==> src/rtl/bd2_pkg.sv <==
// Shared types and constants for the 2x2 box downsampler.
// No dependencies; used by every module of the block.
`timescale 1ns / 1ps

package bd2_pkg;

    localparam int MAX_WIDTH   = 2048;
    localparam int MAX_HEIGHT  = 2048;

    localparam int CFG_W       = 12;
    localparam int CFG_IDX_W   = 2;
    localparam int PIX_W       = 8;
    localparam int SUM_W       = PIX_W + 1;
    localparam int BLOCK_W     = PIX_W + 2;
    localparam int COL_W       = $clog2(MAX_WIDTH);
    localparam int ROW_W       = $clog2(MAX_HEIGHT);
    localparam int BUF_DEPTH   = MAX_WIDTH / 2;
    localparam int ADDR_W      = $clog2(BUF_DEPTH);

    localparam int QUEUE_DEPTH = 4;
    localparam int QPTR_W      = $clog2(QUEUE_DEPTH);
    localparam int QCNT_W      = $clog2(QUEUE_DEPTH + 1);

    localparam logic [CFG_IDX_W-1:0] REG_FRAME_WIDTH  = 2'd0;
    localparam logic [CFG_IDX_W-1:0] REG_FRAME_HEIGHT = 2'd1;

    localparam logic [CFG_W-1:0] FRAME_WIDTH_RST  = 12'd640;
    localparam logic [CFG_W-1:0] FRAME_HEIGHT_RST = 12'd480;

    typedef enum logic {
        OP_STORE,
        OP_EMIT
    } op_t;

    // One unit of work for the back end: store a pair sum or emit a block.
    typedef struct packed {
        op_t              op;
        logic [ADDR_W-1:0] addr;
        logic [SUM_W-1:0]  pair_sum;
        logic              frame_end;
    } job_t;

endpackage

==> src/rtl/bd2_queue.sv <==
// Short job queue between the front end and the back end.
// Depends on bd2_pkg.
`timescale 1ns / 1ps

module bd2_queue (
    input  logic          aclk,
    input  logic          aresetn,
    input  logic          push,
    input  bd2_pkg::job_t push_job,
    output logic          full,
    input  logic          pop,
    output logic          head_valid,
    output bd2_pkg::job_t head_job
);

    bd2_pkg::job_t                slots_reg [bd2_pkg::QUEUE_DEPTH];
    logic [bd2_pkg::QPTR_W-1:0]   wr_ptr_reg, wr_ptr_next;
    logic [bd2_pkg::QPTR_W-1:0]   rd_ptr_reg, rd_ptr_next;
    logic [bd2_pkg::QCNT_W-1:0]   count_reg, count_next;
    logic                         do_pop;

    assign full       = count_reg == bd2_pkg::QCNT_W'(bd2_pkg::QUEUE_DEPTH);
    assign head_valid = count_reg != '0;
    assign head_job   = slots_reg[rd_ptr_reg];
    assign do_pop     = pop && head_valid;

    always_comb begin
        wr_ptr_next = push   ? wr_ptr_reg + 1'b1 : wr_ptr_reg;
        rd_ptr_next = do_pop ? rd_ptr_reg + 1'b1 : rd_ptr_reg;
        count_next  = count_reg;
        if (push && !do_pop) begin
            count_next = count_reg + 1'b1;
        end else if (!push && do_pop) begin
            count_next = count_reg - 1'b1;
        end
    end

    always_ff @(posedge aclk) begin
        if (push) begin
            slots_reg[wr_ptr_reg] <= push_job;
        end
    end

    always_ff @(posedge aclk) begin
        if (!aresetn) begin
            wr_ptr_reg <= '0;
            rd_ptr_reg <= '0;
            count_reg  <= '0;
        end else begin
            wr_ptr_reg <= wr_ptr_next;
            rd_ptr_reg <= rd_ptr_next;
            count_reg  <= count_next;
        end
    end

`ifndef SYNTHESIS
    a_no_overflow: assert property (@(posedge aclk) disable iff (!aresetn)
        push |-> !full)
        else $error("queue push while full");

    a_count_bound: assert property (@(posedge aclk) disable iff (!aresetn)
        count_reg <= bd2_pkg::QCNT_W'(bd2_pkg::QUEUE_DEPTH))
        else $error("queue count out of range");

    a_count_grow: assert property (@(posedge aclk) disable iff (!aresetn)
        (push && !do_pop) |=> count_reg == $past(count_reg) + 1'b1)
        else $error("queue count did not follow push");

    a_ptr_gap: assert property (@(posedge aclk) disable iff (!aresetn)
        (count_reg != bd2_pkg::QCNT_W'(bd2_pkg::QUEUE_DEPTH))
            |-> (wr_ptr_reg - rd_ptr_reg) == count_reg[bd2_pkg::QPTR_W-1:0])
        else $error("queue pointers disagree with count");
`endif

endmodule

==> config.mk <==
export PLATFORM = sky130hd
export DESIGN_NAME = bd2_queue
export DESIGN_NICKNAME = d
export VERILOG_FILES = /design/src/rtl/bd2_pkg.sv /design/src/rtl/bd2_queue.sv
export SDC_FILE = /design/constraint.sdc
export NUM_CORES = 1
export LEC_CHECK = 0
export BUFFER_PORTS_ARGS = -buffer_cell sky130_fd_sc_hd__buf_4
export CAP_MARGIN = 20
export CORE_MARGIN = 1
export CORE_UTILIZATION = 45
export CTS_CLUSTER_DIAMETER = 200
export DETAILED_ROUTE_END_ITERATION = 8
export HOLD_SLACK_MARGIN = 0.12
export MAX_ROUTING_LAYER = met4
export SETUP_SLACK_MARGIN = 0.2
export SKIP_CTS_REPAIR_TIMING = 1
export SYNTH_ARGS = -nofsm -noshare
export SYNTH_HDL_FRONTEND = slang
export SYNTH_SLANG_ARGS = --single-unit
==> constraint.sdc <==
create_clock -name aclk -period 2.2 [get_ports aclk]
set_input_delay 0.11 -clock aclk [delete_from_list [all_inputs] [get_ports aclk]]
set_output_delay 0.11 -clock aclk [all_outputs]
set_load 0.01 [all_outputs]
==> results.md <==
- Critical path's slowest cell: dfxtp_4
- Final hold slack: 0.244 ns
- Initial DRC Count: 74
- Mapped Nets: 183
- Pin count of the biggest net entering global routing: 22
- Final core occ: 60.5%
- Outcome: finished, final reports clean
- Crit-path leading delay family: adder cells
- Total power: 4.50 mW
- Fill count: 564
- Critical-path cell list: o31ai_4 -> ha_2 -> inv_1 -> fa_1 -> xor2_1 -> or3_1 -> a21boi_1
- Syn Area/Cell: 23.1 um2
- Fin cells: 342
- RSZ-0062 raised after global routing: yes
- Setup-failing EPs final: 0
- Drt total wl: 5870 um
- Hold Path Class: primary input to register
- GP Congestion: 0.626
- H-tree depth: 3
- Number of cells on the critical path: 7
- Worst relative slew slack: 32.8%
- Initial antenna violation count: 0
- Clock Sinks: 93
- Peak supply drop: 0.000610 V
- Core area: 7410 um2
- Final hold violations: 0
- Syn-to-layout area delta: 27.9%
- Crit path launch type: register
- Drt pass-1 iters: 4
- Pins Over Slew Limit: 0
- Initial Util: 47.3%
- Mapped Cells: 152
- Power per Cell Area: 1000 nW/um2
- Number of remaining DRC errors: 0
- Worst Max-Slew Pin Slew: 1.01 ns
- Clk slew on worst S/H paths: 0.08 ns
- Total Die Area: 8150 um2
- Crit-path max cell delay: 0.39 ns
- Port buffer count: 47
- P_leak: 1.56 nW
- FMAX: 514 MHz
- Final ANT Viol Nets: 0
- Width of the die: 90.3 um
- Worst hold stages: 4
- CTS tree: yes
- Inserted Clock Buffers: 9
- Overflow after GRT: 0
- Hpwl dp: 3610 um
- Clock Latency Late Sink: 0.34 ns
- N_diodes: 0
- Critical path peak fanout: 6
- Layout cell share with drive strength beyond 1: 39.9%
- Period utilization: 88.4%
- Max-cap violations: 0
- Clock skew: 0.00479 ns
- First-pass GRT wire length: 9410 um
- Post-Syn Area: 3510 um2
- Number of flip-flops in the largest register: 84
- Crit end category: register
- Clock Tree Buf Depth: 2
- Routed vias/inst: 4.96
- Vias in the first global route: 1775
- Worst Path Arrival: 2.22 ns
- Post-route setup TNS: 0 ns
- Register-to-Register Path Depth: 7
- Number of synthesis warnings: 0
- CTS Root Cell: clkbuf_8
- Nets: 269
- Crit path kind: register to register
- Sequential fraction of the synthesis area: 77.1%
- Inst Count DP: 299
- # IOs: 48
- WL/cell: 17.2 um
- CP required: 2.47 ns
- Distinct cells, synth: 20
- Rows: 31
- Final Critical Period: 1.94 ns
- Buf/Inv on CP: 1
- Die Y-Extent: 90.3 um
- Flops & latches, synth: 93
- Via count: 1697
- All-Layer GR Usage: 16.4%
==> final cells by class <==
| type | count | area [um2] | share of cell area, % |
|---|---|---|---|
| Clock buffer | 12 | 135 | 3.01 |
| Multi-Input combinational cell | 52 | 762 | 17.0 |
| Timing Repair Buffer | 79 | 663 | 14.8 |
| Inverter | 3 | 11.3 | 0.251 |
| Clock inverter | 4 | 72.6 | 1.62 |
| Sequential cell | 93 | 2720 | 60.6 |
| Tap cell | 99 | 124 | 2.76 |
==> Yosys cell counts <==
master / n / area (um2)
inv_1: 3 / 11.3
and2_1: 9 / 56.3
o31ai_4: 1 / 21.3
ha_1: 5 / 62.6
buf_2: 2 / 10.0
mux4_2: 21 / 473
mux2i_1: 2 / 20.0
o21ai_0: 1 / 5.00
or3_2: 1 / 7.51
buf_6: 2 / 22.5
a21boi_0: 1 / 7.51
o311ai_2: 1 / 16.3
fa_1: 1 / 20.0
xor2_1: 2 / 17.5
or3_1: 1 / 6.26
dfxtp_1: 9 / 180
xnor2_1: 3 / 26.3
nor2b_1: 2 / 12.5
edfxtp_1: 84 / 2520
nor3b_1: 1 / 7.51
==> cell usage in the layout, fill, tap and decap left out <==
master          n
edfxtp_1       84
buf_4          55
dlygate4sd3_1  23
mux4_2         21
and2_1          9
clkbuf_8        9
dfxtp_1         5
ha_1            4
inv_1           3
xnor2_1         3
dfxtp_4         3
clkbuf_1        3
xor2_1          2
mux2i_1         2
nor2b_1         2
bufinv_16       2
or3_2           1
nor3b_1         1
o31ai_4         1
o311ai_2        1
o21ai_0         1
or3_1           1
a21boi_1        1
fa_1            1
ha_2            1
clkinv_4        1
clkinv_1        1
dfxtp_2         1
buf_12          1
==> tightest hold or removal path: cells and delay by family <==
family,cells,cell delay [ns]
buffers and inverters,1,0.13
AO/OA/AOI/OAI,1,0.08
AND/OR/NAND/NOR,1,0.16
XOR/XNOR,1,0.06
==> per-layer routing <==
metal  vias to the layer above  track usage (%)  routed length (um)
met2                        34             27.9                3230
met1                       862             18.3                2320
met5                         -                -                   0
met3                        11             3.70                 201
li1                        790                -                   -
met4                         0             8.06                 119
==> final timing paths <==
path | start | end | slack (ns)
min | pop | register | 0.24
min reg2reg | count_reg[2] | count_reg[2] | 0.54
max | count_reg[0] | count_reg[2] | 0.26
max reg2reg | count_reg[0] | count_reg[2] | 0.26
==> power by group <==
part	switching (mW)	total [mW]	internal, mW
Sequential	0.119	2.18	2.07
Combinational	0.450	1.15	0.696
Clock	0.528	1.17	0.640
==> kinds of logic (layout without fill, tap and decap cells) <==
logic type / count (synthesis) / count (layout) / synth area share, %
AOI/OAI and AO/OA: 4 / 4 / 1.43
buffers and inverters: 7 / 98 / 1.25
DFF: 93 / 93 / 77.1
xor gates and xnor gates: 5 / 5 / 1.25
muxes: 23 / 23 / 14.1
adders and majority gates: 6 / 6 / 2.36
and+or+nand+nor: 14 / 14 / 2.57
==> per-stage QoR <==
| stage | worst slack, ns | area (um2) |
|---|---|---|
| 6_report | 0.256 | 4480 |
| 4_1_cts | 0.0729 | 4210 |
| 5_1_grt | 0.176 | 4480 |
| 3_5_place_dp | 0.0995 | 4000 |
| 3_3_place_gp | 0.238 | 4000 |
| 2_1_floorplan | 0.267 | 3510 |
Note: power is estimated with default switching activity, not from simulation.
