`src/rtl/bd2_pkg.sv`:
```
// Shared types and constants for the 2x2 box downsampler.
// No dependencies; used by every module of the block.
`timescale 1ns / 1ps

package bd2_pkg;

    localparam int MAX_WIDTH   = 2048;
    localparam int MAX_HEIGHT  = 2048;

    localparam int CFG_W       = 12;
    localparam int CFG_IDX_W   = 2;
    localparam int PIX_W       = 8;
    localparam int SUM_W       = PIX_W + 1;
    localparam int BLOCK_W     = PIX_W + 2;
    localparam int COL_W       = $clog2(MAX_WIDTH);
    localparam int ROW_W       = $clog2(MAX_HEIGHT);
    localparam int BUF_DEPTH   = MAX_WIDTH / 2;
    localparam int ADDR_W      = $clog2(BUF_DEPTH);

    localparam int QUEUE_DEPTH = 4;
    localparam int QPTR_W      = $clog2(QUEUE_DEPTH);
    localparam int QCNT_W      = $clog2(QUEUE_DEPTH + 1);

    localparam logic [CFG_IDX_W-1:0] REG_FRAME_WIDTH  = 2'd0;
    localparam logic [CFG_IDX_W-1:0] REG_FRAME_HEIGHT = 2'd1;

    localparam logic [CFG_W-1:0] FRAME_WIDTH_RST  = 12'd640;
    localparam logic [CFG_W-1:0] FRAME_HEIGHT_RST = 12'd480;

    typedef enum logic {
        OP_STORE,
        OP_EMIT
    } op_t;

    // One unit of work for the back end: store a pair sum or emit a block.
    typedef struct packed {
        op_t              op;
        logic [ADDR_W-1:0] addr;
        logic [SUM_W-1:0]  pair_sum;
        logic              frame_end;
    } job_t;

endpackage

```
`src/rtl/bd2_front.sv`:
```
// Front end: configuration registers, raster position tracking and job classification.
// Depends on bd2_pkg.
`timescale 1ns / 1ps

module bd2_front (
    input  logic                          aclk,
    input  logic                          aresetn,
    input  logic                          cfg_valid,
    input  logic [bd2_pkg::CFG_IDX_W-1:0] cfg_index,
    input  logic [bd2_pkg::CFG_W-1:0]     cfg_data,
    input  logic                          s_valid,
    output logic                          s_ready,
    input  logic [bd2_pkg::PIX_W-1:0]     s_pixel,
    input  logic                          q_full,
    output logic                          q_push,
    output bd2_pkg::job_t                 q_job
);

    logic [bd2_pkg::CFG_W-1:0] frame_width_reg, frame_width_next;
    logic [bd2_pkg::CFG_W-1:0] frame_height_reg, frame_height_next;
    logic [bd2_pkg::PIX_W-1:0] held_pixel_reg, held_pixel_next;
    logic [bd2_pkg::COL_W-1:0] col_reg, col_next;
    logic [bd2_pkg::ROW_W-1:0] row_reg, row_next;

    logic [bd2_pkg::CFG_W-1:0] eff_w, eff_h, even_w, even_h;
    logic [bd2_pkg::CFG_W-1:0] col_ext, row_ext, col_inc, row_inc;
    logic                      accept, in_frame, col_last, row_last;

    assign s_ready = !q_full;
    assign accept  = s_valid && s_ready;

    always_comb begin
        if (frame_width_reg == '0) begin
            eff_w = bd2_pkg::CFG_W'(1);
        end else if (frame_width_reg > bd2_pkg::CFG_W'(bd2_pkg::MAX_WIDTH)) begin
            eff_w = bd2_pkg::CFG_W'(bd2_pkg::MAX_WIDTH);
        end else begin
            eff_w = frame_width_reg;
        end
        if (frame_height_reg == '0) begin
            eff_h = bd2_pkg::CFG_W'(1);
        end else if (frame_height_reg > bd2_pkg::CFG_W'(bd2_pkg::MAX_HEIGHT)) begin
            eff_h = bd2_pkg::CFG_W'(bd2_pkg::MAX_HEIGHT);
        end else begin
            eff_h = frame_height_reg;
        end
    end

    assign even_w   = {eff_w[bd2_pkg::CFG_W-1:1], 1'b0};
    assign even_h   = {eff_h[bd2_pkg::CFG_W-1:1], 1'b0};
    assign col_ext  = bd2_pkg::CFG_W'(col_reg);
    assign row_ext  = bd2_pkg::CFG_W'(row_reg);
    assign col_inc  = col_ext + bd2_pkg::CFG_W'(1);
    assign row_inc  = row_ext + bd2_pkg::CFG_W'(1);
    assign in_frame = (col_ext < even_w) && (row_ext < even_h);
    // Positions beyond a shrunk size count as the last of their row or frame
    assign col_last = col_inc >= eff_w;
    assign row_last = row_inc >= eff_h;

    // Odd columns inside the even area produce a job; even columns only hold the pixel
    assign q_push         = accept && in_frame && col_reg[0];
    assign q_job.op       = row_reg[0] ? bd2_pkg::OP_EMIT : bd2_pkg::OP_STORE;
    assign q_job.addr     = col_reg[bd2_pkg::COL_W-1:1];
    assign q_job.pair_sum = bd2_pkg::SUM_W'(held_pixel_reg) + bd2_pkg::SUM_W'(s_pixel);
    assign q_job.frame_end = (col_inc == even_w) && (row_inc == even_h);

    always_comb begin
        frame_width_next  = frame_width_reg;
        frame_height_next = frame_height_reg;
        if (cfg_valid) begin
            case (cfg_index)
                bd2_pkg::REG_FRAME_WIDTH:  frame_width_next  = cfg_data;
                bd2_pkg::REG_FRAME_HEIGHT: frame_height_next = cfg_data;
                default: begin
                end
            endcase
        end
    end

    always_comb begin
        held_pixel_next = held_pixel_reg;
        col_next        = col_reg;
        row_next        = row_reg;
        if (accept) begin
            if (in_frame && !col_reg[0]) begin
                held_pixel_next = s_pixel;
            end
            if (col_last) begin
                col_next = '0;
                row_next = row_last ? '0 : row_inc[bd2_pkg::ROW_W-1:0];
            end else begin
                col_next = col_inc[bd2_pkg::COL_W-1:0];
            end
        end
    end

    always_ff @(posedge aclk) begin
        if (!aresetn) begin
            frame_width_reg  <= bd2_pkg::FRAME_WIDTH_RST;
            frame_height_reg <= bd2_pkg::FRAME_HEIGHT_RST;
            held_pixel_reg   <= '0;
            col_reg          <= '0;
            row_reg          <= '0;
        end else begin
            frame_width_reg  <= frame_width_next;
            frame_height_reg <= frame_height_next;
            held_pixel_reg   <= held_pixel_next;
            col_reg          <= col_next;
            row_reg          <= row_next;
        end
    end

endmodule

```
`config.mk`:
```
export PLATFORM = sky130hd
export DESIGN_NAME = bd2_front
export DESIGN_NICKNAME = d
export VERILOG_FILES = /design/src/rtl/bd2_pkg.sv /design/src/rtl/bd2_front.sv
export SDC_FILE = /design/constraint.sdc
export NUM_CORES = 1
export LEC_CHECK = 0
export BUFFER_PORTS_ARGS = -buffer_cell sky130_fd_sc_hd__buf_2
export CAP_MARGIN = 10
export CELL_PAD_IN_SITES_DETAIL_PLACEMENT = 0
export CELL_PAD_IN_SITES_GLOBAL_PLACEMENT = 1
export CORE_MARGIN = 3
export CORE_UTILIZATION = 47
export DETAILED_ROUTE_END_ITERATION = 16
export PLACE_DENSITY_LB_ADDON = 0.1
export SLEW_MARGIN = 5
export SYNTH_ARGS = -nofsm -noshare
export SYNTH_HDL_FRONTEND = slang
export SYNTH_SLANG_ARGS = --single-unit
```
`constraint.sdc`:
```
create_clock -name aclk -period 9.53 [get_ports aclk]
set_input_delay 0 -clock aclk [delete_from_list [all_inputs] [get_ports aclk]]
set_output_delay 0 -clock aclk [all_outputs]
set_load 0.1 [all_outputs]
```
==> key figures, run 1 <==
CTS
  – Postcts setup bufs: 0
  – H-Tree Depth: 2
  – Clock tree buffer depth: 2
  – Clk root buf: clkbuf_8
  – Skew-Pair Late Insertion Delay: 0.31 ns
  – TritonCTS clock tree: done
  – Clock sinks: 54
  – Register clock-pin slew on the reported worst setup and hold paths: 0.11 ns
  – TritonCTS Buffers: 5

Placement
  – Placed Cells: 616
  – Post-DP HPWL: 7211 um
  – Placer's final routability congestion estimate: 0.8851
  – IO Port Bufs: 49

Global route
  – Met2 usage: 0.3026
  – First-pass GRT wire length: 16090 um
  – Total GRT Usage: 0.1997
  – Met1 GRT Util: 0.2949
  – Grt total ovfl: 0
  – Vias in the first global route: 3357
  – GRT busiest layer: met2
  – Pin count of the biggest net entering global routing: 68
  – GR Util met3: 0.03786
  – Initial antenna violation count: 0

Synth
  – Synth Area in Simple Gates: 0.2661
  – Main combinational cell family by area after synthesis: simple AND/OR/NAND/NOR gates
  – Multiplexer share of the synthesized area: 0.02011
  – Synthesized Nets: 574
  – FF+latch count, synth: 54
  – Commonest cells in the netlist: 114 x nand2_1, 54 x dfxtp_1, 52 x ha_1
  – Post-synth top area share: 0.2714
  – Count leader, synth: nand2_1
  – Largest area contributor in the netlist: dfxtp_1
  – Cell Area, Synth: 0.003983 sq mm
  – Library cells used by synthesis: 58
  – Synth Instances: 494
  – Post-synthesis adder-cell area fraction: 0.1684
  – Compound-gate portion of the synthesized area: 0.1737
  – Ys flop type: dfxtp_1
  – Seq/Total Area, Yosys: 0.2714
  – Fraction of registers with async set/reset: 0
  – Syn avg cell area: 8.062 sq um
  – Number of flops mapped to enable cells by yosys: 0
  – YS warnings: 0
  – Top cells by area, synth: dfxtp_1 27%, ha_1 16%, nand2_1 11%
  – Post-Synth XOR/XNOR Area: 0.04838

STA
  – Final Critical Period: 3.853 ns
  – Final Setup Violations: 0
  – Max transition margin: 0.5150
  – Crit share post-route: 0.4043
  – Clk_skew: 0.007183 ns
  – Max-slew violations: 0
  – Setup TNS: 0 ns
  – Worst-Margin Slew: 0.7261 ns
  – RSZ-0062 raised after global routing: no
  – Fin. Hold Viols: 0
  – Achievable Freq: 0.2595 GHz

Power
  – P per Cell Area: 111.4 mW/mm^2
  – Max VDD drop: 0.09860 mV
  – P_leak: 1.999 nW

Floorplanning
  – Full die area: 0.009614 sq mm
  – IO Count: 50
  – Die Span Y: 98.05 um
  – Die width: 98.05 um
  – Placement Rows: 32
  – Core footprint: 0.007968 sq mm
  – Initial Utilization: 0.4998

Critical path
  – Reg-to-reg endpoint: row_reg[7]
  – R2R Setup Slk: 5.68 ns
  – Critical Path AT: 4.07 ns
  – Worst Setup Start Kind: flop
  – CP max FO: 15
  – R2r worst-path depth: 13
  – Reg2reg start: row_reg[0]
  – Critical Path Sink Type: flop
  – CP Class: reg2reg
  – Worst endpoint required time: 9.74 ns

Routing
  – DRC: 0
  – DR WL/cell: 15.04 um
  – DRT iter0 DRCs: 143
  – Post-DRT Antenna Nets: 0
  – Final WL: 9684 um
  – Drt via density: 5.606
  – Pre-antenna DRT Iters: 4
  – Routed vias: 3610

Cells and area
  – Diode count: 0
  – Share of cells above drive strength 1: 0.1292
  – Final net count: 621
  – Layout area overhead: 13.04%
  – Filler Cell Count: 751
  – Non-Filler Instances: 644

Job
  – Max-cap check violation count: 0

Min path
  – Hold EP: frame_width_reg[3]
  – Hold path cells: 4
  – Worst min-delay path category: in2reg
  – Hold Crit Start: cfg_index[1]

Outcome
  – Status: complete, no violations
==> cells in the final DEF, fill, tap and decap left out, types with 5 or more instances in the layout <==
master / count
nand3b_1: 5
nor2b_1: 7
a32o_1: 6
dlygate4sd3_1: 20
mux2i_1: 8
nand3_1: 23
and2_1: 6
o21ai_0: 9
inv_1: 11
ha_1: 52
a21o_1: 8
clkbuf_8: 6
nand2_1: 114
buf_2: 49
nor2_1: 21
a22o_1: 5
xor2_1: 6
xnor2_1: 16
a21oi_1: 18
dfxtp_1: 54
nor4_1: 5
a21boi_0: 21
nand4_1: 7
==> worst max-delay path by stage <==
| stage | slack, ns | depth (start not counted) | startpoint | to |
|---|---|---|---|---|
| global placement | 5.97 | 13 | row_reg[0] | row_reg[7] |
| global route | 5.29 | 13 | row_reg[0] | row_reg[7] |
| finish | 5.68 | 13 | row_reg[0] | row_reg[7] |
| floorplan | 5.05 | 9 | frame_width_reg[11] | q_push |
| detailed placement | 5.78 | 13 | row_reg[0] | row_reg[7] |
| CTS | 5.71 | 13 | row_reg[0] | row_reg[7] |
==> power breakdown <==
group	internal [mW]	switching (mW)
clock network	0.0601	0.0815
logic	0.0362	0.0865
registers	0.232	0.00544
total	0.328	0.173
==> area by class of cell <==
type / instances / area, sq um / share of cell area
multi-input cells: 399 / 2700 / 0.5998
inverters: 11 / 41.29 / 0.009172
flip-flops and latches: 54 / 1081 / 0.2401
clock buffers: 6 / 82.58 / 0.01834
repair buffers: 70 / 452.9 / 0.1006
well taps: 102 / 127.6 / 0.02835
clock inverters: 2 / 16.27 / 0.003613
==> through the flow <==
step,area (sq um),power [mW],setup slack [ns],hold slack (ns),utilization
global placement,4198,0.3564,5.969,0.2650,0.5269
detailed placement,4198,0.3579,5.777,0.2668,0.5269
global route,4502,0.5245,5.294,0.1157,0.5650
floorplan,3983,0.3336,5.051,0.1240,-
finish,4502,0.5013,5.677,0.1042,0.5650
CTS,4497,0.5059,5.708,0.1555,0.5644
==> worst max-delay path, stage by stage (launching register included) <==
cell and delay (ns):
dfxtp_1 0.46, ha_1 0.23, nand3_1 0.19, nor3_1 0.47
nand3_1 0.15, and2_1 0.19, or2_1 0.24, ha_1 0.33
and3_1 0.19, o21ai_1 0.15, o2111a_1 0.22, and2_1 0.50
nand2_2 0.17, o41ai_1 0.27
==> cell families after synthesis <==
family          Yosys count
simple gates            220
compound gates           96
flops                    54
fa+ha+maj                53
buf+inv                  41
xor+xnor                 22
mux                       8
==> layer usage <==
layer | wire length [um] | part of all wire
met4 | 86 | 0.0089
met1 | 4918 | 0.51
met5 | 0 | 0
met3 | 413 | 0.043
met2 | 4267 | 0.44
==> timing repair <==
item | in CTS | in global routing
hold buffers | 20 | 0
gates resized for setup | 0 | 0
endpoints found under the setup margin | 0 | 0
endpoints found under the hold margin | 32 | 0
Power figures use the tool's default switching activity.
==> run 2, diff against run 1 <==
ABC_AREA = 1   (was not set)
CORE_UTILIZATION = 38   (was 47)
clock period = 3.3 ns   (was 9.53 ns; I/O delays follow)
==> key figures, run 2 <==
Floorplanning
  – Placement Rows: 36 (was 32)
  – IO Count: 50 (unchanged)
  – Core footprint: 0.009819 sq mm (was 0.007968 sq mm)
  – Die Span Y: 106.7 um (was 98.05 um)
  – Full die area: 0.01138 sq mm (was 0.009614 sq mm)
  – Die width: 106.7 um (was 98.05 um)
  – Initial Utilization: 0.3921 (was 0.4998)

Power
  – Max VDD drop: 0.3478 mV (was 0.09860 mV)
  – P_leak: 2.228 nW (was 1.999 nW)
  – Design Power: 1.697 mW (was 501.3 uW)
  – P per Cell Area: 371.8 mW/mm^2 (was 111.4 mW/mm^2)

Synth
  – Count leader, synth: nand2_1 (unchanged)
  – Synth Instances: 559 (was 494)
  – Multiplexer share of the synthesized area: 0 (was 0.02011)
  – FF+latch count, synth: 54 (unchanged)
  – Main combinational cell family by area after synthesis: simple AND/OR/NAND/NOR gates (unchanged)
  – Ys flop type: dfxtp_1 (unchanged)
  – Post-synth top area share: 0.2808 (was 0.2714)
  – Library cells used by synthesis: 33 (was 58)
  – Synthesized Nets: 639 (was 574)
  – Cell Area, Synth: 0.003850 sq mm (was 0.003983 sq mm)
  – Number of flops mapped to enable cells by yosys: 0 (unchanged)
  – Fraction of registers with async set/reset: 0 (unchanged)
  – Largest area contributor in the netlist: dfxtp_1 (unchanged)
  – Seq/Total Area, Yosys: 0.2808 (was 0.2714)
  – Top cells by area, synth: dfxtp_1 28%, ha_1 17%, nand2_1 14% (was dfxtp_1 27%, ha_1 16%, nand2_1 11%)
  – Compound-gate portion of the synthesized area: 0.1173 (was 0.1737)
  – Post-Synth XOR/XNOR Area: 0.04550 (was 0.04838)
  – Commonest cells in the netlist: 142 x nand2_1, 76 x nor2_1, 55 x inv_1 (was 114 x nand2_1, 54 x dfxtp_1, 52 x ha_1)
  – Post-synthesis adder-cell area fraction: 0.1742 (was 0.1684)
  – YS warnings: 0 (unchanged)
  – Syn avg cell area: 6.887 sq um (was 8.062 sq um)
  – Synth Area in Simple Gates: 0.2870 (was 0.2661)

Critical path
  – CP max FO: 11 (was 15)
  – Critical Path AT: 3.22 ns (was 4.07 ns)
  – CP Class: reg2reg (unchanged)
  – Worst Setup Start Kind: flop (unchanged)
  – Worst endpoint required time: 3.47 ns (was 9.74 ns)
  – Critical Path Sink Type: flop (unchanged)

CTS
  – Clock tree buffer depth: 2 (unchanged)
  – TritonCTS Buffers: 5 (unchanged)
  – Skew-Pair Late Insertion Delay: 0.32 ns (was 0.31 ns)
  – Clock sinks: 54 (unchanged)
  – Clk root buf: clkbuf_8 (unchanged)
  – TritonCTS clock tree: done (unchanged)
  – H-Tree Depth: 2 (unchanged)
  – Register clock-pin slew on the reported worst setup and hold paths: 0.11 ns (about the same)

Global route
  – Vias in the first global route: 3385 (was 3357)
  – Initial antenna violation count: 0 (unchanged)
  – Pin count of the biggest net entering global routing: 35 (was 68)
  – Total GRT Usage: 0.1817 (was 0.1997)
  – Grt total ovfl: 0 (unchanged)
  – First-pass GRT wire length: 16510 um (was 16090 um)

Routing
  – Final WL: 9941 um (was 9684 um)
  – Drt via density: 4.803 (was 5.606)
  – Routed vias: 3617 (was 3610)
  – DRC: 0 (unchanged)
  – Pre-antenna DRT Iters: 4 (unchanged)
  – DR WL/cell: 13.20 um (was 15.04 um)
  – Post-DRT Antenna Nets: 0 (unchanged)
  – DRT iter0 DRCs: 175 (was 143)

Outcome
  – Status: complete, no violations (unchanged)

Placement
  – Post-DP HPWL: 7739 um (was 7211 um)
  – Placer's final routability congestion estimate: 0.8763 (was 0.8851)
  – IO Port Bufs: 49 (unchanged)
  – Placed Instance Area: 0.004177 sq mm (was 0.004198 sq mm)

Job
  – Max-cap check violation count: 0 (unchanged)

STA
  – Max transition margin: 0.5003 (was 0.5150)
  – Clk_skew: 0.009549 ns (was 0.007183 ns)
  – Fin. Hold Viols: 0 (unchanged)
  – Worst-Margin Slew: 0.7487 ns (was 0.7261 ns)
  – RSZ-0062 raised after global routing: no (unchanged)
  – Achievable Freq: 0.3285 GHz (was 0.2595 GHz)
  – Setup TNS: 0 ns (unchanged)
  – Max-slew violations: 0 (unchanged)
  – Final Setup Violations: 0 (unchanged)
  – Final Critical Period: 3.044 ns (was 3.853 ns)
  – Crit share post-route: 0.9224 (was 0.4043)

Cells and area
  – Fin area: 0.004566 sq mm (was 0.004502 sq mm)
  – Share of cells above drive strength 1: 0.1290 (was 0.1292)
  – Most common cell after layout, fill and taps aside: nand2_1 (unchanged)
  – Filler Cell Count: 1088 (was 751)
  – Fin util: 0.4650 (was 0.5650)
  – Commonest cells after routing, fill and taps aside: 141 x nand2_1, 74 x nor2_1, 55 x inv_1 (was 114 x nand2_1, 54 x dfxtp_1, 52 x ha_1)
  – Diode count: 0 (unchanged)
  – Layout area overhead: 18.59% (was 13.04%)
  – Final net count: 699 (was 621)

Min path
  – Worst min-delay path category: in2reg (unchanged)
-- run 2: changes by cell type after synthesis, moves of 11 or more --
cell,change
o21ai_0,+19
nor2_1,+55
xnor2_1,-11
inv_1,+44
a21boi_0,-20
nand2_1,+28
a21oi_1,+33
-- run 2: cell families after synthesis --
| logic type | Yosys count |
|---|---|
| xor gates and xnor gates | 20 |
| AOI/OAI and AO/OA | 86 |
| adders and majority gates | 53 |
| and+or+nand+nor | 265 |
| DFF | 54 |
| buffers and inverters | 81 |
-- run 2: worst paths after layout --
| path | depth (start not counted) | endpoint | slack (ns) | startpoint |
|---|---|---|---|---|
| max | 18 | row_reg[8] | 0.26 | row_reg[1] |
| min | 4 | frame_height_reg[8] | 0.13 | cfg_index[1] |
| max reg2reg | 18 | row_reg[8] | 0.26 | row_reg[1] |
| min reg2reg | 2 | frame_width_reg[10] | 0.48 | frame_width_reg[10] |
-- run 2: cell type report --
class | count | area [sq um] | share of cell area
timing repair buffer | 77 | 526.8 | 0.1154
sequential | 54 | 1081 | 0.2368
clock inverter | 2 | 60.06 | 0.01315
clock buffer | 6 | 82.58 | 0.01809
multi-input combinational | 424 | 2435 | 0.5333
tap | 133 | 166.4 | 0.03645
inverter | 57 | 214.0 | 0.04686
-- run 2: timing repair --
action | in CTS | in global routing
buffers inserted | 0 | 1
gates resized for setup | 1 | 8
hold buffers | 20 | 0
pin swaps | 0 | 1
setup endpoints to repair | 11 | 18
hold endpoints to repair | 30 | 0
-- run 2: layer usage --
metal | wire (um) | global-route usage | vias up | share of wire
met4 | 114 | 0.04932 | 0 | 0.011
li1 | - | - | 1927 | -
met3 | 263 | 0.02649 | 8 | 0.026
met1 | 5041 | 0.2500 | 1620 | 0.51
met5 | 0 | 0 | - | 0
met2 | 4520 | 0.2977 | 62 | 0.45
-- run 2: where the power goes --
part	internal, mW	switching, mW	total [mW]
Combinational	0.116	0.324	0.440
Clock	0.324	0.239	0.563
Sequential	0.676	0.0188	0.694
Total	1.12	0.581	1.70
-- run 2: per-stage QoR --
stage          setup WS, ns  std cells  hold WS (ns)
6_report             0.2562        753        0.1302
5_1_grt             0.01774        753        0.1500
4_1_cts              0.1053        752        0.1255
3_5_place_dp       -0.06752        724        0.2354
3_3_place_gp        0.06087        724        0.2343
2_1_floorplan       0.06654        559        0.1132
-- run 2: critical path, stage by stage (launching register included) --
cell,delay (ns)
dfxtp_1,0.43
ha_1,0.25
nand4_1,0.14
nor2_1,0.20
nand4_1,0.13
nor2_1,0.14
xor2_1,0.10
ha_1,0.28
nand2_1,0.05
inv_1,0.08
nand3_1,0.12
nor3_1,0.21
inv_1,0.12
a21oi_1,0.16
nand3b_1,0.17
nor2_4,0.05
buf_12,0.14
nand2_1,0.06
a21oi_1,0.06
==> run 3, diff against run 2 <==
BUFFER_PORTS_ARGS = not set   (was -buffer_cell sky130_fd_sc_hd__buf_2)
CORE_UTILIZATION = 42   (was 38)
CTS_BUF_LIST = sky130_fd_sc_hd__clkbuf_16   (was not set)
DONT_BUFFER_PORTS = 1   (was not set)
==> key figures, run 3 (synthesized netlist as in run 2, its figures left out) <==
Power
  – Share of power burned in registers: 0.400 (was 0.409)
  – Switching share of power: 0.3364 (was 0.3425)
  – Gate power share: 0.257 (was 0.259)
  – Clock Power Share: 0.343 (was 0.332)
  – Max VDD drop: 0.3577 mV (was 0.3478 mV)
  – Switch Pwr: 584.9 uW (was 581.3 uW)
  – Design Power: 1.738 mW (was 1.697 mW)
  – Int Pwr: 1.154 mW (was 1.116 mW)
  – P_leak: 2.146 nW (was 2.228 nW)
  – P per Cell Area: 384.1 mW/mm^2 (was 371.8 mW/mm^2)

Routing
  – Final WL: 9942 um (was 9941 um)
  – Routed vias: 3600 (was 3617)
  – DRC: 0 (unchanged)
  – Post-DRT Antenna Nets: 0 (unchanged)
  – Drt via density: 5.136 (was 4.803)
  – DR WL/cell: 14.18 um (was 13.20 um)
  – Pre-antenna DRT Iters: 4 (unchanged)
  – DRT iter0 DRCs: 121 (was 175)

CTS
  – Clock tree buffer depth: 2 (unchanged)
  – Skew-Pair Late Insertion Delay: 0.29 ns (was 0.32 ns)
  – Postcts setup bufs: 0 (unchanged)
  – Clk root buf: clkbuf_16 (was clkbuf_8)
  – Clock sinks: 54 (unchanged)
  – H-Tree Depth: 2 (unchanged)
  – Register clock-pin slew on the reported worst setup and hold paths: 0.07 ns (was 0.11 ns)
  – TritonCTS clock tree: done (unchanged)
  – TritonCTS Buffers: 5 (unchanged)

Critical path
  – R2R Setup Slk: 0.37 ns (was 0.26 ns)
  – CP max FO: 5 (was 11)
  – Critical Path AT: 2.99 ns (was 3.22 ns)
  – Critical Path Sink Type: primary output (was flop)
  – CP Class: reg2out (was reg2reg)
  – Worst Setup Start Kind: flop (unchanged)
  – Worst endpoint required time: 3.30 ns (was 3.47 ns)

Global route
  – Vias in the first global route: 3511 (was 3385)
  – Grt total ovfl: 0 (unchanged)
  – First-pass GRT wire length: 16880 um (was 16510 um)
  – Total GRT Usage: 0.2042 (was 0.1817)
  – Pin count of the biggest net entering global routing: 34 (was 35)
  – Initial antenna violation count: 0 (unchanged)

Min path
  – Worst min-delay path category: in2reg (unchanged)

STA
  – Achievable Freq: 0.3346 GHz (was 0.3285 GHz)
  – Max-slew violations: 0 (unchanged)
  – Worst-Margin Slew: 1.151 ns (was 0.7487 ns)
  – Clk_skew: 0.007838 ns (was 0.009549 ns)
  – Fin. Hold Viols: 0 (unchanged)
  – Final Setup Violations: 0 (unchanged)
  – Final Critical Period: 2.989 ns (was 3.044 ns)
  – Setup TNS: 0 ns (unchanged)
  – Crit share post-route: 0.9056 (was 0.9224)
  – RSZ-0062 raised after global routing: no (unchanged)
  – Hold Slack: 0.1062 ns (was 0.1302 ns)
  – Max transition margin: 0.2304 (was 0.5003)

Floorplanning
  – Placement Rows: 34 (was 36)
  – Initial Utilization: 0.4372 (was 0.3921)
  – Die width: 101.7 um (was 106.7 um)
  – Die Span Y: 101.7 um (was 106.7 um)
  – Core footprint: 0.008806 sq mm (was 0.009819 sq mm)
  – Full die area: 0.01035 sq mm (was 0.01138 sq mm)
  – IO Count: 50 (unchanged)

Cells and area
  – Most common cell after layout, fill and taps aside: nand2_1 (unchanged)
  – Layout area overhead: 17.55% (was 18.59%)
  – Final net count: 672 (was 699)
  – Share of cells above drive strength 1: 0.09949 (was 0.1290)
  – Filler Cell Count: 923 (was 1088)
  – Commonest cells after routing, fill and taps aside: 140 x nand2_1, 74 x nor2_1, 55 x inv_1 (was 141 x nand2_1, 74 x nor2_1, 55 x inv_1)
  – Diode count: 0 (unchanged)
  – Fin util: 0.5139 (was 0.4650)

Outcome
  – Status: complete, no violations (unchanged)

Job
  – Max-cap check violation count: 0 (unchanged)

Placement
  – Placer's final routability congestion estimate: 0.8638 (was 0.8763)
  – IO Port Bufs: 0 (was 49)
  – Post-DP HPWL: 7729 um (was 7739 um)
[run 3: cell count changes in the layout (fill, tap and decap cells not counted), sizes merged]
| cell | before | now |
|---|---|---|
| nor2 | 78 | 79 |
| buf | 56 | 27 |
| bufinv | 2 | 1 |
| clkinv | 1 | 3 |
| dlygate4sd3 | 20 | 22 |
| clkbuf | 7 | 5 |
[run 3: area by class of cell]
cell class | instances | area [sq um] | share of cell area
clock buffer | 5 | 125.1 | 0.02765
clock inverter | 3 | 40.04 | 0.008847
inverter | 57 | 214.0 | 0.04728
multi-input combinational | 425 | 2494 | 0.5510
sequential | 54 | 1082 | 0.2391
tap | 108 | 135.1 | 0.02986
timing repair buffer | 49 | 435.4 | 0.09621
[run 3: worst max-delay path, cell delays in order, from the launching register on]
cell	delay (ns)
dfxtp_1	0.40
ha_1	0.23
nand4_1	0.14
nor2_1	0.19
nand4_1	0.14
nor2_1	0.16
xor2_1	0.11
ha_1	0.29
nand2_1	0.05
inv_1	0.09
nand3_1	0.12
nor3_1	0.17
inv_1	0.08
buf_4	0.14
nor4_4	0.18
buf_12	0.21
[run 3: path summary, 6_finish.rpt]
check / start / endpoint / cells after the start
max: row_reg[1] / q_job[0] / 15
min: cfg_index[1] / frame_height_reg[5] / 3
max reg2reg: row_reg[1] / row_reg[6] / 17
min reg2reg: frame_width_reg[10] / frame_width_reg[10] / 2
[run 3: metrics by stage]
step | setup WS [ns] | cell area, sq um | instances
detailed placement | 0.02021 | 4110 | 670
CTS | 0.1880 | 4498 | 700
global placement | 0.08905 | 4110 | 670
global route | 0.006871 | 4526 | 701
finish | 0.3115 | 4526 | 701
floorplan | 0.06654 | 3865 | 559
[run 3: per-layer routing]
metal	track usage	vias up	part of all wire	routed length, um
met4	0.03681	0	0.0055	55
met1	0.2953	1661	0.51	5077
met2	0.3285	67	0.45	4480
met3	0.02617	4	0.033	328
li1	-	1868	-	-
met5	0	-	0	0
[run 3: power by group through the flow]
stage	Combinational, mW	Clock, mW	Sequential (mW)
floorplan	0.340	0	0.704
global placement	0.413	0	0.709
detailed placement	0.416	0	0.711
CTS	0.448	0.617	0.695
global route	0.489	0.647	0.699
finish	0.447	0.596	0.695
[run 3: what timing repair did]
item,in CTS,in global routing
gates cloned,0,1
gates resized for setup,1,6
pin swaps,0,1
hold endpoints to repair,33,0
endpoints found under the setup margin,5,22
hold buffers,22,0
